[src/hdl/lzss_pkg.sv]
// Shared types and constants for the LZSS stream decoder.
// No dependencies; every other file of the block imports this package.
`default_nettype none

package lzss_pkg;

  localparam int WINDOW_BYTES = 4096;
  localparam int WIN_AW       = $clog2(WINDOW_BYTES);
  localparam int CNT_W        = 24;
  localparam int LEN_W        = 5;
  localparam int LEN_BIAS     = 3;
  localparam int CMDQ_DEPTH   = 4;
  localparam int CMDQ_AW      = $clog2(CMDQ_DEPTH);

  localparam logic [WIN_AW-1:0] WP_START = WIN_AW'(12'hFEE);
  localparam logic [CNT_W-1:0]  LIMIT_RESET = {CNT_W{1'b1}};

  typedef enum logic [1:0] {
    CMD_NONE,
    CMD_LIT,
    CMD_MATCH
  } cmd_kind_t;

  typedef struct packed {
    cmd_kind_t         kind;
    logic [7:0]        value;
    logic [WIN_AW-1:0] offset;
    logic [3:0]        len_code;
    logic              last;
  } cmd_t;

  typedef struct packed {
    logic [7:0] in_byte;
    logic       stream_last;
  } in_item_t;

  typedef struct packed {
    logic [7:0]       out_byte;
    logic             run_last;
    logic [CNT_W-1:0] produced_count;
  } out_item_t;

endpackage

`default_nettype wire

[src/hdl/lzss_cmd_fifo.sv]
// Short command queue between the token parser and the copy engine.
// Depends on lzss_pkg.
`default_nettype none

module lzss_cmd_fifo
  import lzss_pkg::*;
(
  input  wire logic clk,
  input  wire logic rst,
  input  wire logic wr_en,
  input  wire cmd_t wr_cmd,
  output logic      q_full,
  input  wire logic rd_en,
  output cmd_t      rd_cmd,
  output logic      q_empty
);

  cmd_t                 entries [CMDQ_DEPTH];
  logic [CMDQ_AW-1:0]   wr_ptr;
  logic [CMDQ_AW-1:0]   rd_ptr;
  logic [CMDQ_AW:0]     fill;
  logic                 do_wr;
  logic                 do_rd;

  assign q_full  = (fill == (CMDQ_AW + 1)'(CMDQ_DEPTH));
  assign q_empty = (fill == '0);
  assign rd_cmd  = entries[rd_ptr];
  assign do_wr   = wr_en && !q_full;
  assign do_rd   = rd_en && !q_empty;

  always_ff @(posedge clk) begin
    if (do_wr) begin
      entries[wr_ptr] <= wr_cmd;
    end
  end

  always_ff @(posedge clk) begin
    if (rst) begin
      wr_ptr <= '0;
      rd_ptr <= '0;
      fill   <= '0;
    end else begin
      if (do_wr) wr_ptr <= wr_ptr + 1'b1;
      if (do_rd) rd_ptr <= rd_ptr + 1'b1;
      if (do_wr && !do_rd) begin
        fill <= fill + 1'b1;
      end else if (do_rd && !do_wr) begin
        fill <= fill - 1'b1;
      end
    end
  end

endmodule

`default_nettype wire

[config.mk]
export PLATFORM = sky130hd
export DESIGN_NAME = lzss_cmd_fifo
export DESIGN_NICKNAME = d
export VERILOG_FILES = /design/src/hdl/lzss_pkg.sv /design/src/hdl/lzss_cmd_fifo.sv
export SDC_FILE = /design/constraint.sdc
export NUM_CORES = 1
export LEC_CHECK = 0
export BUFFER_PORTS_ARGS = -buffer_cell sky130_fd_sc_hd__buf_2
export CAP_MARGIN = 20
export CORE_MARGIN = 1.5
export CORE_UTILIZATION = 58
export DETAILED_ROUTE_END_ITERATION = 16
export GPL_ROUTABILITY_DRIVEN = 0
export PLACE_DENSITY = 0.8
export SYNTH_ARGS = -nofsm -noshare
export SYNTH_HDL_FRONTEND = slang
export SYNTH_SLANG_ARGS = --single-unit
[constraint.sdc]
create_clock -name clk -period 5.65 [get_ports clk]
set_input_delay 0.565 -clock clk [delete_from_list [all_inputs] [get_ports clk]]
set_output_delay 0.565 -clock clk [all_outputs]
set_load 0.02 [all_outputs]
==> impl_metrics.tcl <==
set metrics [dict create \
    die_y_um 89.98 \
    drive_above_1_share_pct 43.68 \
    min_period_ns 2.857 \
    yosys.area_share.adder_pct 1.882 \
    grt_max_degree 28 \
    cts.sinks 117 \
    nets 302 \
    ff2ff_setup_slack_ns 3.43 \
    hp-start "wr_cmd[15]" \
    min_to "entries[2][15]$_DFFE_PP_" \
    setup_violations 0 \
    critPathMaxFanout 27 \
    synth_compound_area_share_pct 0.9410 \
    num_vias 2115 \
    p_leak_nw 1.874 \
    routedWlPerCell_um 20.84 \
    synth_area_sq_mm 0.004388 \
    synthCells 189 \
    die_x_um 89.98 \
    mostFrequentLayoutCells "edfxtp_1, buf_2, mux4_2" \
    r2r-end "fill[2]$_SDFFE_PP0P_" \
    area_growth_pct 21.59 \
    drc 0 \
    htreeDepth 4 \
    synth_top_family_by_area "multiplexers" \
    layout_commonest_cell "edfxtp_1" \
    placed_area_sq_mm 0.004776 \
    yosysTopAreaCellShare_pct 73.91 \
    antenna_found_initial 0 \
    whs_path_depth 1 \
    hp-class "in2reg" \
    fin_ws_ns 2.793 \
    p_sw_share_pct 27.05 \
    yosys_warnings 0 \
    clock_latency_ns 0.50 \
    totalWireLength_um 7837 \
    cp-start-kind "flip-flop" \
    gr-usage-all-layers_pct 21.43 \
    slew_violations 0 \
    n_antenna_cell 0 \
    gr-total-overflow 0 \
    p_int_w 0.001961 \
    crit_type "reg2out" \
    dpl.hpwl_um 4461 \
    combPwrFrac_pct 20.5 \
    cts_tree "built" \
    fin_skew_ns 0.01117 \
    cap_violations 0 \
    seqPwrFrac_pct 42.2 \
    io_pins 60 \
    setup_tns_ns 0 \
    r2r_start "fill[0]$_SDFFE_PP0P_" \
    via_per_inst 5.625 \
    start_util_pct 60.18 \
    ys_seq_area_share_pct 78.02 \
    grt_pass1_vias 2268 \
    synthTopCellsByArea "edfxtp_1, mux4_2, dfxtp_1" \
    cts_buffers 17 \
    fin_crit_sh_pct 50.57 \
    row_count 31 \
    ys_ff_latch 117 \
    cts_hold_buf 0 \
    ir_drop_uv 330.8 \
    cts-resized-gates 0 \
    core_area_sq_mm 0.007292 \
    ant_nets 0 \
    synth-simple-area-share_pct 2.110 \
    rsz0062_at_grt "no" \
    clkPwrFrac_pct 37.3 \
    clkTransAtPathRegs_ns 0.06 \
    place_ws_ns 3.270 \
    synthXorXnorAreaFrac_pct 0.7984 \
    grt_pass1_wl_um 12340 \
    root_buffer "clkbuf_8" \
    dr.pass1.iters 4 \
    slew_headroom_pct 34.57 \
    syn-num-nets 226 \
    cellPowerDensity_mw_per_mm2 503.9 \
    critPathArrivalTime_ns 2.29 \
    total_power_w 0.002688 \
    yosysTopAreaCell "edfxtp_1" \
    detail_route.iter0.violations 172 \
    synthDistinctLibCells 23 \
    stdcell_area_sq_mm 0.005335 \
    worstPathRequired_ns 5.09 \
    worst_slew_pin_slew_ns 0.9815 \
    outcome "complete, no violations" \
    port_buffers 59 \
    fmax_mhz 350.0 \
    post_cts_buffers 0 \
    dieArea_sq_mm 0.008096 \
    syn_area_per_cell_sq_um 23.22 \
    cts_buffer_depth 2 \
    endpoint_kind "primary output" \
    hold_violations 0 \
    synthMuxAreaShare_pct 14.31 \
    p_switching_w 0.0007272 \
    reg2regPathDepth 8 \
]
-- sequential cells by signal (all words and copies together), names as in the netlist, named ones only --
signal   count
entries    108
wr_ptr       2
rd_ptr       2
fill         3
-- synthesized netlist by cell type --
cell	instances
o311ai_1	1
o31ai_2	1
edfxtp_1	108
nand2b_1	2
mux4_2	27
dfxtp_1	9
clkbuf_1	1
mux2i_1	2
ha_1	5
buf_6	1
buf_2	3
nor2_2	1
nor2_1	5
xor2_1	4
and2_1	4
or3_1	2
nor3b_2	1
nor3_1	1
fa_1	1
inv_1	4
o21ai_0	2
buf_12	2
a21oi_1	2
-- layer usage --
layer  share of wire (%)  track usage [%]  vias to the layer above  wire [um]
li1                    -                -                      934          -
met1                  42            27.02                     1106       3296
met2                  53            34.35                       69       4135
met3                 4.1            6.684                        6        323
met4                 1.0            10.19                        0         82
met5                   0                0                        -          0
-- cell type report --
type,instances,area [sq um]
clock inverter,12,137.6
timing repair buffer,64,332.8
multi-input combinational,61,879.6
tap,99,123.9
fill,447,1957
clock buffer,19,421.7
inverter,4,15.01
sequential,117,3425
-- worst max-delay path, cell delays in order, from the launching register on --
cell	delay (ns)
dfxtp_2	0.97
mux4_2	0.62
buf_2	0.18
-- worst max-delay path by stage --
stage / startpoint / end / depth (start not counted)
after CTS: flip-flop / rd_cmd[7] / 2
after global routing: flip-flop / rd_cmd[9] / 2
after detailed placement: flip-flop / rd_cmd[15] / 2
after floorplan: wr_en / fill[2]$_SDFFE_PP0P_ / 8
final: flip-flop / rd_cmd[8] / 2
after global placement: flip-flop / rd_cmd[8] / 2
-- metrics by stage --
| step | hold WS [ns] | instances | utilization, % |
|---|---|---|---|
| 6_report | 0.2737 | 376 | 73.16 |
| 5_1_grt | 0.2505 | 376 | 73.16 |
| 4_1_cts | 0.2564 | 376 | 73.16 |
| 3_5_place_dp | 0.5151 | 345 | 65.49 |
| 3_3_place_gp | 0.4972 | 345 | 65.49 |
| 2_1_floorplan | 0.4818 | 189 | - |
-- kinds of logic after synthesis --
group	after synthesis
adder cells (fa/ha/maj)	6
XOR/XNOR	4
multiplexers	29
flip-flops	117
AND/OR/NAND/NOR	16
buffers and inverters	11
AO/OA/AOI/OAI	6
-- power groups by stage --
stage | Sequential (W) | Combinational (W) | Clock [W]
global placement | 0.00115 | 0.000537 | 0
CTS | 0.00114 | 0.000556 | 0.00102
detailed placement | 0.00115 | 0.000548 | 0
finish | 0.00113 | 0.000551 | 0.00100
global route | 0.00115 | 0.000583 | 0.00106
floorplan | 0.00109 | 0.000469 | 0
(Power assumes the default switching activity.)
