## src/hdl/lzss_pkg.sv

```systemverilog
// Shared types and constants for the LZSS stream decoder.
// No dependencies; every other file of the block imports this package.
`default_nettype none

package lzss_pkg;

  localparam int WINDOW_BYTES = 4096;
  localparam int WIN_AW       = $clog2(WINDOW_BYTES);
  localparam int CNT_W        = 24;
  localparam int LEN_W        = 5;
  localparam int LEN_BIAS     = 3;
  localparam int CMDQ_DEPTH   = 4;
  localparam int CMDQ_AW      = $clog2(CMDQ_DEPTH);

  localparam logic [WIN_AW-1:0] WP_START = WIN_AW'(12'hFEE);
  localparam logic [CNT_W-1:0]  LIMIT_RESET = {CNT_W{1'b1}};

  typedef enum logic [1:0] {
    CMD_NONE,
    CMD_LIT,
    CMD_MATCH
  } cmd_kind_t;

  typedef struct packed {
    cmd_kind_t         kind;
    logic [7:0]        value;
    logic [WIN_AW-1:0] offset;
    logic [3:0]        len_code;
    logic              last;
  } cmd_t;

  typedef struct packed {
    logic [7:0] in_byte;
    logic       stream_last;
  } in_item_t;

  typedef struct packed {
    logic [7:0]       out_byte;
    logic             run_last;
    logic [CNT_W-1:0] produced_count;
  } out_item_t;

endpackage

`default_nettype wire

```

## src/hdl/lzss_front.sv

```systemverilog
// Token parser: takes compressed bytes and turns them into copy commands.
// Depends on lzss_pkg.
`default_nettype none

module lzss_front
  import lzss_pkg::*;
(
  input  wire logic     clk,
  input  wire logic     rst,
  input  wire logic     push,
  input  wire in_item_t in_item,
  output logic          full,
  input  wire logic     q_full,
  input  wire logic     back_clearing,
  output logic          q_push,
  output cmd_t          q_cmd
);

  logic [8:0] flag_shift;
  logic [8:0] flag_shift_next;
  logic       match_phase;
  logic       match_phase_next;
  logic [7:0] offset_low;
  logic       accept;

  assign full   = q_full || back_clearing;
  assign accept = push && !full;

  always_comb begin
    flag_shift_next  = flag_shift;
    match_phase_next = match_phase;
    q_cmd.kind       = CMD_NONE;
    q_cmd.value      = in_item.in_byte;
    q_cmd.offset     = {in_item.in_byte[7:4], offset_low};
    q_cmd.len_code   = in_item.in_byte[3:0];
    q_cmd.last       = in_item.stream_last;
    if (flag_shift[8:1] == 8'd0) begin
      // load a new flag byte above a marker bit
      flag_shift_next  = {1'b1, in_item.in_byte};
      match_phase_next = 1'b0;
    end else if (flag_shift[0]) begin
      q_cmd.kind       = CMD_LIT;
      flag_shift_next  = {1'b0, flag_shift[8:1]};
      match_phase_next = 1'b0;
    end else if (!match_phase) begin
      match_phase_next = 1'b1;
    end else begin
      q_cmd.kind       = CMD_MATCH;
      flag_shift_next  = {1'b0, flag_shift[8:1]};
      match_phase_next = 1'b0;
    end
    q_push = accept && ((q_cmd.kind != CMD_NONE) || in_item.stream_last);
  end

  always_ff @(posedge clk) begin
    if (rst) begin
      flag_shift  <= 9'd0;
      match_phase <= 1'b0;
      offset_low  <= 8'd0;
    end else if (accept) begin
      if (in_item.stream_last) begin
        // drop any unfinished token at stream end
        flag_shift  <= 9'd0;
        match_phase <= 1'b0;
        offset_low  <= 8'd0;
      end else begin
        flag_shift  <= flag_shift_next;
        match_phase <= match_phase_next;
        if (flag_shift[8:1] != 8'd0 && !flag_shift[0] && !match_phase) begin
          offset_low <= in_item.in_byte;
        end
      end
    end
  end

endmodule

`default_nettype wire

```

## config.mk

```make
export PLATFORM = sky130hd
export DESIGN_NAME = lzss_front
export DESIGN_NICKNAME = d
export VERILOG_FILES = /design/src/hdl/lzss_pkg.sv /design/src/hdl/lzss_front.sv
export SDC_FILE = /design/constraint.sdc
export NUM_CORES = 1
export LEC_CHECK = 0
export BUFFER_PORTS_ARGS = -buffer_cell sky130_fd_sc_hd__buf_2
export CELL_PAD_IN_SITES_DETAIL_PLACEMENT = 2
export CELL_PAD_IN_SITES_GLOBAL_PLACEMENT = 2
export CORE_ASPECT_RATIO = 1.2
export CORE_MARGIN = 2
export CORE_UTILIZATION = 23
export DETAILED_ROUTE_END_ITERATION = 6
export PLACE_DENSITY = 0.77
export SYNTH_ARGS = -nofsm -noshare
export SYNTH_HDL_FRONTEND = slang
export SYNTH_SLANG_ARGS = --single-unit
```

## constraint.sdc

```tcl
create_clock -name clk -period 1.37 [get_ports clk]
set_input_delay 0.137 -clock clk [delete_from_list [all_inputs] [get_ports clk]]
set_output_delay 0.137 -clock clk [all_outputs]
set_load 0.005 [all_outputs]
```

==> results of run 1 <==
==> cell type report <==
cell class	count	share of cell area
well taps	52	0.0466
repair buffers	66	0.300
flip-flops and latches	18	0.261
inverters	1	0.00269
multi-input cells	51	0.351
clock buffers	4	0.0395
==> cells by family (layout without fill, tap and decap cells) <==
group,Yosys count,in the layout,synth area share
flip-flops,18,18,0.402
AND/OR/NAND/NOR,20,20,0.167
buffers and inverters,22,71,0.173
AO/OA/AOI/OAI,31,31,0.258
==> flip-flops by register name (all words and copies together), names as in the netlist <==
register	count
match_phase	1
offset_low	8
flag_shift	9
==> report_power, final <==
part           leakage, nW  internal, mW  total [mW]  switching [mW]
registers            0.147         0.533       0.542         0.00877
clock network       0.0288         0.255       0.430           0.175
logic                0.468         0.172       0.329           0.157
total                0.644         0.961        1.30           0.340
==> stage by stage <==
| step | TNS [ps] | instance area, sq um | worst slack, ps | utilization |
|---|---|---|---|---|
| floorplan | 0 | 917 | 3.88 | - |
| detailed placement | -2900 | 1180 | -212 | 0.320 |
| global placement | -1830 | 1180 | -127 | 0.320 |
| CTS | -2320 | 1350 | -182 | 0.364 |
| finish | -2390 | 1400 | -174 | 0.378 |
| global route | -3830 | 1400 | -243 | 0.378 |
==> metal layers <==
metal / share of wire / global-route usage / vias up
met3: 0.033 / 0.0160 / 2
met4: 0.0034 / 0.0435 / 0
met5: 0 / 0 / -
met1: 0.39 / 0.151 / 427
met2: 0.57 / 0.282 / 28
li1: - / - / 413
==> how the worst max path moves through the flow <==
stage                          to  slack (ps)  cells after the start
global placement    offset_low[7]        -130                      7
floorplan           flag_shift[1]           4                      4
finish                  q_cmd[25]        -170                      5
detailed placement  flag_shift[4]        -210                      6
global route               q_push        -240                      6
CTS                        q_push        -180                      6
==> cell usage after synthesis (2+ instances only) <==
cell / count / area, sq um
dfxtp_1: 18 / 360
buf_4: 17 / 128
a21oi_1: 11 / 55.1
a22o_1: 8 / 70.1
o2bb2ai_1: 7 / 61.3
nor2_1: 4 / 15.0
nand2_1: 3 / 11.3
and2_1: 2 / 12.5
nor3b_1: 2 / 15.0
or2_2: 2 / 12.5
==> critical path, stage by stage (launching register included) <==
cell	delay, ps
dfxtp_2	340
nor4_4	330
nand2_2	100
buf_6	130
and2_1	140
buf_2	120
==> timing repair <==
item | 4_1_cts | 5_1_grt
buffers inserted | 5 | 0
pin swaps | 7 | 2
resized for setup | 13 | 9
endpoints found under the setup margin | 20 | 20
==> impl_metrics.ini, run 1 <==
[run_status]
status = finished with violations
violations = negative setup slack

[global_routing]
grt_pass1_vias = 1006
grt_max_degree = 11
antenna_found_initial = 0
grt-ovfl-total = 0
grt_pass1_wl_um = 4740
groute.usage.overall = 0.143

[synth]
synth_edf_count = 0
yosys_warnings = 0
ys_types = 27
synth_fp_nets = 105
async_flop_share = 0
synthesis.area_sq_um = 897
syn_inst = 91
avgSynthCellArea_sq_um = 9.86
yosysSeqAreaShare = 0.402
ys.flop_type = dfxtp_1
ys_ff_latch = 18

[layout]
fill_cells = 408
seqCellArea_sq_um = 364
drive_gt1_frac = 0.657
layout_commonest_cell = buf_2
nNetsFinal = 155
final_cell_mix = buf_2, buf_4, dfxtp_1
antennaDiodeCount = 0
instances_no_fill = 192
multi_input_area_sq_um = 489
area_growth_pct = 55.5

[power]
ir_worst_vdd_v = 0.000432
power.leakage_nw = 0.644
power.total_mw = 1.30
powerDensity_nw_per_um2 = 933

[die]
start_util = 0.243
dieHeight_um = 72.4
fp.dieW_um = 61.0
rows = 24
dieArea_sq_um = 4420
core_area_sq_um = 3690
ios = 43

[sta]
setup_slack_ps = -174
rsz0062_at_grt = yes
fin_worst_skew_ps = 6.77
slew_headroom = 0.817
timing.hold.ws_ps = 150
period_needed_ps = 1540
timing.fmax_mhz = 648
setup_viol = 19
hold_viol_final = 0
finalMaxSlewViolations = 0
fin_crit_sh = 1.13
worst_slew_pin_slew_ps = 272

[routing]
drc = 0
wl_per_cell_um = 15.2
ant_nets = 0
vias = 870
wirelength_um = 2910
drt_first_pass_iters = 2
via_per_inst = 4.53
drtIter0Drc = 5

[worst_setup_path]
cp.required_ps = 1230
r2r-start = flag_shift[2]
worstPathArrival_ps = 1410
startpoint = flag_shift[2]
cp_max_fo = 3
timing.rr.end = flag_shift[6]
path_class = flip-flop to primary output
critPathLaunchType = flip-flop
reg2reg_slack_ps = -150
critPathCaptureType = primary output
r2r_cells = 6

[clock_network]
cts_buffer_depth = 2
htreeDepth = 1
cts_root_buf = clkbuf_8
numCtsBuffers = 3
clk_pin_slew_worst_paths_ps = 70
clock_sinks = 18
holdBufCountCts = 0
tritoncts = done
insertion_delay_ps = 250

[min_path]
hold_class = input pin to flip-flop
hold_depth = 2
hp-start = in_item[4]
hold_end = offset_low[3]

[placement]
hpwl_um = 2270
dp.cells = 183
gp_congestion = 0.760
io_buffers = 42

[flow_run]
drv_cap = 0
Power figures use the tool's default switching activity.
==> run 2, diff against run 1 <==
- CTS_CLUSTER_DIAMETER: unset -> 60
- REMOVE_ABC_BUFFERS: unset -> 1
==> run 2 against run 1 <==
  * The flow still finishes with violations (negative setup slack)
  * First-iteration DRC count rose to 4.6 times the previous value
  * Sequential power barely moved
  * Register-to-register slack worse by 80 ps
  * Non-clock buffer count fell by 1
  * Setup slack lost 58 ps
  * Maximum frequency down 3.6%
  * Cell area rose by 3.8%
  * Sequential cell count unchanged
  * Hold slack improved by 2.9 ps
  * Combinational power up 20%
  * Critical path depth is 1 higher
  * Sequential share of layout area down 1.0 points
  * Largest cell class unchanged
  * Highest routed layer unchanged
==> impl_metrics.ini, run 2 (synthesis results as in run 1) <==
[worst_setup_path]
critPathLaunchType = flip-flop
cp_max_fo = 8
critPathCaptureType = flip-flop
worstPathArrival_ps = 1800
path_class = flip-flop to flip-flop
r2r_cells = 6
cp.required_ps = 1570

[clock_network]
numCtsBuffers = 3
clock_sinks = 18
holdBufCountCts = 0
cts_root_buf = clkbuf_8
insertion_delay_ps = 260
clk_pin_slew_worst_paths_ps = 70
tritoncts = done
cts_buffer_depth = 2
htreeDepth = 1

[layout]
largestRegisters = flag_shift: 9 flops, offset_low: 8 flops, match_phase: 1 flops
largest_register_ff_count = 9
nNetsFinal = 154
layout_commonest_cell = buf_2
area_growth_pct = 61.4
antennaDiodeCount = 0
drive_gt1_frac = 0.698
regMostFlops = flag_shift
final_cell_mix = buf_2, buf_4, dfxtp_1

[power]
ir_worst_vdd_v = 0.000466
powerDensity_nw_per_um2 = 955
power.leakage_nw = 0.655

[sta]
slew_headroom = 0.613
rsz0062_at_grt = yes
setup_viol = 20
finalMaxSlewViolations = 0
period_needed_ps = 1600
timing.fmax_mhz = 624
setup_slack_ps = -232
fin_worst_skew_ps = 5.80
worst_slew_pin_slew_ps = 579
hold_viol_final = 0
fin_crit_sh = 1.17
timing.hold.ws_ps = 153
setup_tns_ps = -3400

[die]
fp.dieW_um = 61.0
start_util = 0.243
dieHeight_um = 72.4
core_area_sq_um = 3690
ios = 43
dieArea_sq_um = 4420
rows = 24

[global_routing]
met1_usage = 0.165
use_met3 = 0.0267
busiest_layer = met2
grt_use_met2 = 0.305
grt_pass1_wl_um = 5040
grt_max_degree = 11
antenna_found_initial = 0
groute.usage.overall = 0.158
grt_pass1_vias = 946
grt-ovfl-total = 0

[routing]
wirelength_um = 3820
ant_nets = 0
drt_first_pass_iters = 4
vias = 899
drtIter0Drc = 23
via_per_inst = 4.71
wl_per_cell_um = 20.0
drc = 0

[run_status]
status = finished with violations
violations = negative setup slack

[min_path]
hold_class = input pin to flip-flop
hold_depth = 2

[placement]
io_buffers = 42
hpwl_um = 2290
gp_congestion = 0.806

[flow_run]
drv_cap = 0
## run 2: changes by cell type in the layout (fill, tap and decap cells not counted), sizes merged
cell    change
clkbuf      +1
buf         -2
## run 2: through the flow
stage	instances	total power, mW	cell area, sq um	setup WS [ps]	util
floorplan	70	0.634	746	-96.0	-
detailed placement	179	0.777	1130	-482	0.307
global route	191	1.45	1450	-306	0.392
global placement	179	0.761	1130	-221	0.307
CTS	188	1.28	1300	-209	0.353
finish	191	1.38	1450	-232	0.392
## run 2: path summary, 6_finish.rpt
| check | from | end | slack [ps] |
|---|---|---|---|
| worst max-delay path | flag_shift[1] | offset_low[2] | -230 |
| worst min-delay path | in_item[6] | offset_low[5] | 150 |
| worst max register to register | flag_shift[1] | offset_low[2] | -230 |
| worst min register to register | offset_low[4] | offset_low[4] | 480 |
## run 2: critical path, cell delays in order, from the launching register on
cell and delay, ps:
dfxtp_2 350, nor4_4 330, nand2_2 110, buf_4 180, a221oi_4 240, buf_6 170, a22o_1 160
## run 2: per-layer routing
| layer | part of all wire | wire [um] |
|---|---|---|
| met1 | 0.35 | 1350 |
| met3 | 0.037 | 143 |
| met5 | 0 | 0 |
| met4 | 0.017 | 66 |
| met2 | 0.59 | 2260 |
## run 2: what timing repair did
| item | CTS | global route |
|---|---|---|
| setup endpoints to repair | 21 | 20 |
| pin swaps | 10 | 9 |
| gates resized for setup | 15 | 20 |
| hold endpoints to repair | 0 | 0 |
| setup buffers | 5 | 2 |
| cloned | 0 | 1 |
## run 2: area by class of cell
| class | count | area, sq um |
|---|---|---|
| Timing Repair Buffer | 65 | 427 |
| Fill cell | 410 | 2250 |
| Tap cell | 52 | 65.1 |
| Sequential cell | 18 | 363 |
| Clock buffer | 4 | 55.1 |
| Multi-Input combinational cell | 51 | 534 |
| Inverter | 1 | 3.75 |
## run 2: power by group
part	internal (mW)	total [mW]	switching, mW
registers	0.533	0.543	0.00970
logic	0.195	0.395	0.200
clock network	0.256	0.445	0.189
total	0.984	1.38	0.399
==> run 3, diff against run 2 <==
==> constraint.sdc (replaced) <==
create_clock -name clk -period 1.37 [get_ports clk]
set_input_delay 0.137 -clock clk [delete_from_list [all_inputs] [get_ports clk]]
set_output_delay 0.137 -clock clk [all_outputs]
set_load 0.05 [all_outputs]
==> run 3 against run 2 <==
  * Clock skew shrank 4.4 ps
  * The flow still finishes with violations (negative setup slack)
  * Sequential power is essentially flat
  * Critical endpoint is now q_push
  * Global-route usage grew 0.46 points
  * Core utilization shrank 1.4 points
  * Hold slack lost 10 ps
  * Sequential share of layout area grew 1.1 points
  * Cell area shrank 3.5%
  * Combinational power grew 8.9%
  * Cell count grew 0.52%
==> impl_metrics.ini, run 3 (synthesis results as in run 1) <==
[layout]
area_growth_pct = 55.6
regMostFlops = flag_shift
largest_register_ff_count = 9
largestRegisters = flag_shift: 9 flops, offset_low: 8 flops, match_phase: 1 flops
drive_gt1_frac = 0.664
final_cell_mix = buf_2, buf_4, dfxtp_1
fill_cells = 417
antennaDiodeCount = 0
nNetsFinal = 155
layout_commonest_cell = buf_2
post-route-util = 0.378

[routing]
via_per_inst = 4.60
vias = 883
wirelength_um = 3310
wl_per_cell_um = 17.2
drt_first_pass_iters = 4
drc = 0
drtIter0Drc = 22
ant_nets = 0

[power]
pwr-share-seq = 0.384
power.leakage_nw = 0.640
p_sw_uw = 456
ir_worst_vdd_v = 0.000303
powerDensity_nw_per_um2 = 1010
pwr-share-clk = 0.310
pwr-share-comb = 0.305
internal_power_uw = 954
swShare = 0.323

[global_routing]
grt_pass1_vias = 1035
grt-ovfl-total = 0
grt_max_degree = 11
grt_pass1_wl_um = 5300
groute.usage.overall = 0.163
antenna_found_initial = 0

[sta]
finalMaxSlewViolations = 0
setup_slack_ps = -229
fin_worst_skew_ps = 1.39
fin_crit_sh = 1.17
rsz0062_at_grt = yes
slew_headroom = 0.647
setup_viol = 18
timing.fmax_mhz = 625
setup_tns_ps = -3350
worst_slew_pin_slew_ps = 529
hold_viol_final = 0
period_needed_ps = 1600

[placement]
gp_congestion = 0.773
io_buffers = 42
hpwl_um = 2410
place_ws_ps = -430

[clock_network]
clk_pin_slew_worst_paths_ps = 70
insertion_delay_ps = 250
cts_buffer_depth = 2
holdBufCountCts = 0
numCtsBuffers = 3
htreeDepth = 1
clock_sinks = 18
cts_root_buf = clkbuf_8
tritoncts = done

[min_path]
hold_class = input pin to flip-flop

[worst_setup_path]
cp.required_ps = 1230
critical-path-max-stage-delay_ps = 340
critPathCaptureType = primary output
cp_common_cell = buf_6
critPathTopFamily = simple AND/OR/NAND/NOR gates
critPathLaunchType = flip-flop
critPathBufInv = 2
path_class = flip-flop to primary output
worstPathArrival_ps = 1460
crit_slowest_cell = dfxtp_2
cp_cell_sequence = nor4_4 > nand2_2 > buf_6 > a21oi_2 > nor2_1 > buf_6
cp_max_fo = 3

[die]
ios = 43
rows = 24
dieArea_sq_um = 4420
start_util = 0.243
core_area_sq_um = 3690
dieHeight_um = 72.4
fp.dieW_um = 61.0

[run_status]
violations = negative setup slack
status = finished with violations

[flow_run]
drv_cap = 0
[run 3: metal layers]
metal	up-vias	track usage	routed length, um
li1	414	-	-
met1	428	0.172	1260
met2	37	0.317	1870
met3	4	0.0339	150
met4	0	0.0386	34
met5	-	0	0
[run 3: path summary, 6_finish.rpt]
| check | start | end | slack [ps] | cells past startpoint |
|---|---|---|---|---|
| worst max-delay path | flag_shift[1] | q_push | -230 | 6 |
| worst min-delay path | in_item[7] | offset_low[6] | 140 | 2 |
| worst max register to register | flag_shift[1] | offset_low[4] | -210 | 6 |
| worst min register to register | offset_low[7] | offset_low[7] | 490 | 1 |
[run 3: what timing repair did]
| action | in CTS | in global routing |
|---|---|---|
| buffers inserted | 8 | 0 |
| endpoints found under the setup margin | 21 | 20 |
| pin swaps | 8 | 5 |
| resized for setup | 25 | 7 |
[run 3: layout make-up]
cell class | instances | area [sq um] | share of cell area
tap | 52 | 65.1 | 0.0466
sequential | 18 | 365 | 0.262
inverter | 1 | 3.75 | 0.00269
timing repair buffer | 66 | 432 | 0.309
multi-input combinational | 51 | 475 | 0.341
clock buffer | 4 | 55.1 | 0.0394
[run 3: stage by stage]
step	power [mW]	cell area [sq um]	hold WS, ps	std cells
floorplan	0.651	746	206	70
global placement	0.882	1150	394	181
detailed placement	0.897	1150	416	181
CTS	1.41	1370	144	192
global route	1.47	1400	152	192
finish	1.41	1400	143	192
[run 3: power by group through the flow]
| stage | clock network [mW] | registers, mW | logic (mW) |
|---|---|---|---|
| 2_1_floorplan | 0 | 0.557 | 0.0932 |
| 3_3_place_gp | 0 | 0.550 | 0.333 |
| 3_5_place_dp | 0 | 0.551 | 0.347 |
| 4_1_cts | 0.445 | 0.542 | 0.418 |
| 5_1_grt | 0.469 | 0.543 | 0.462 |
| 6_report | 0.438 | 0.542 | 0.430 |
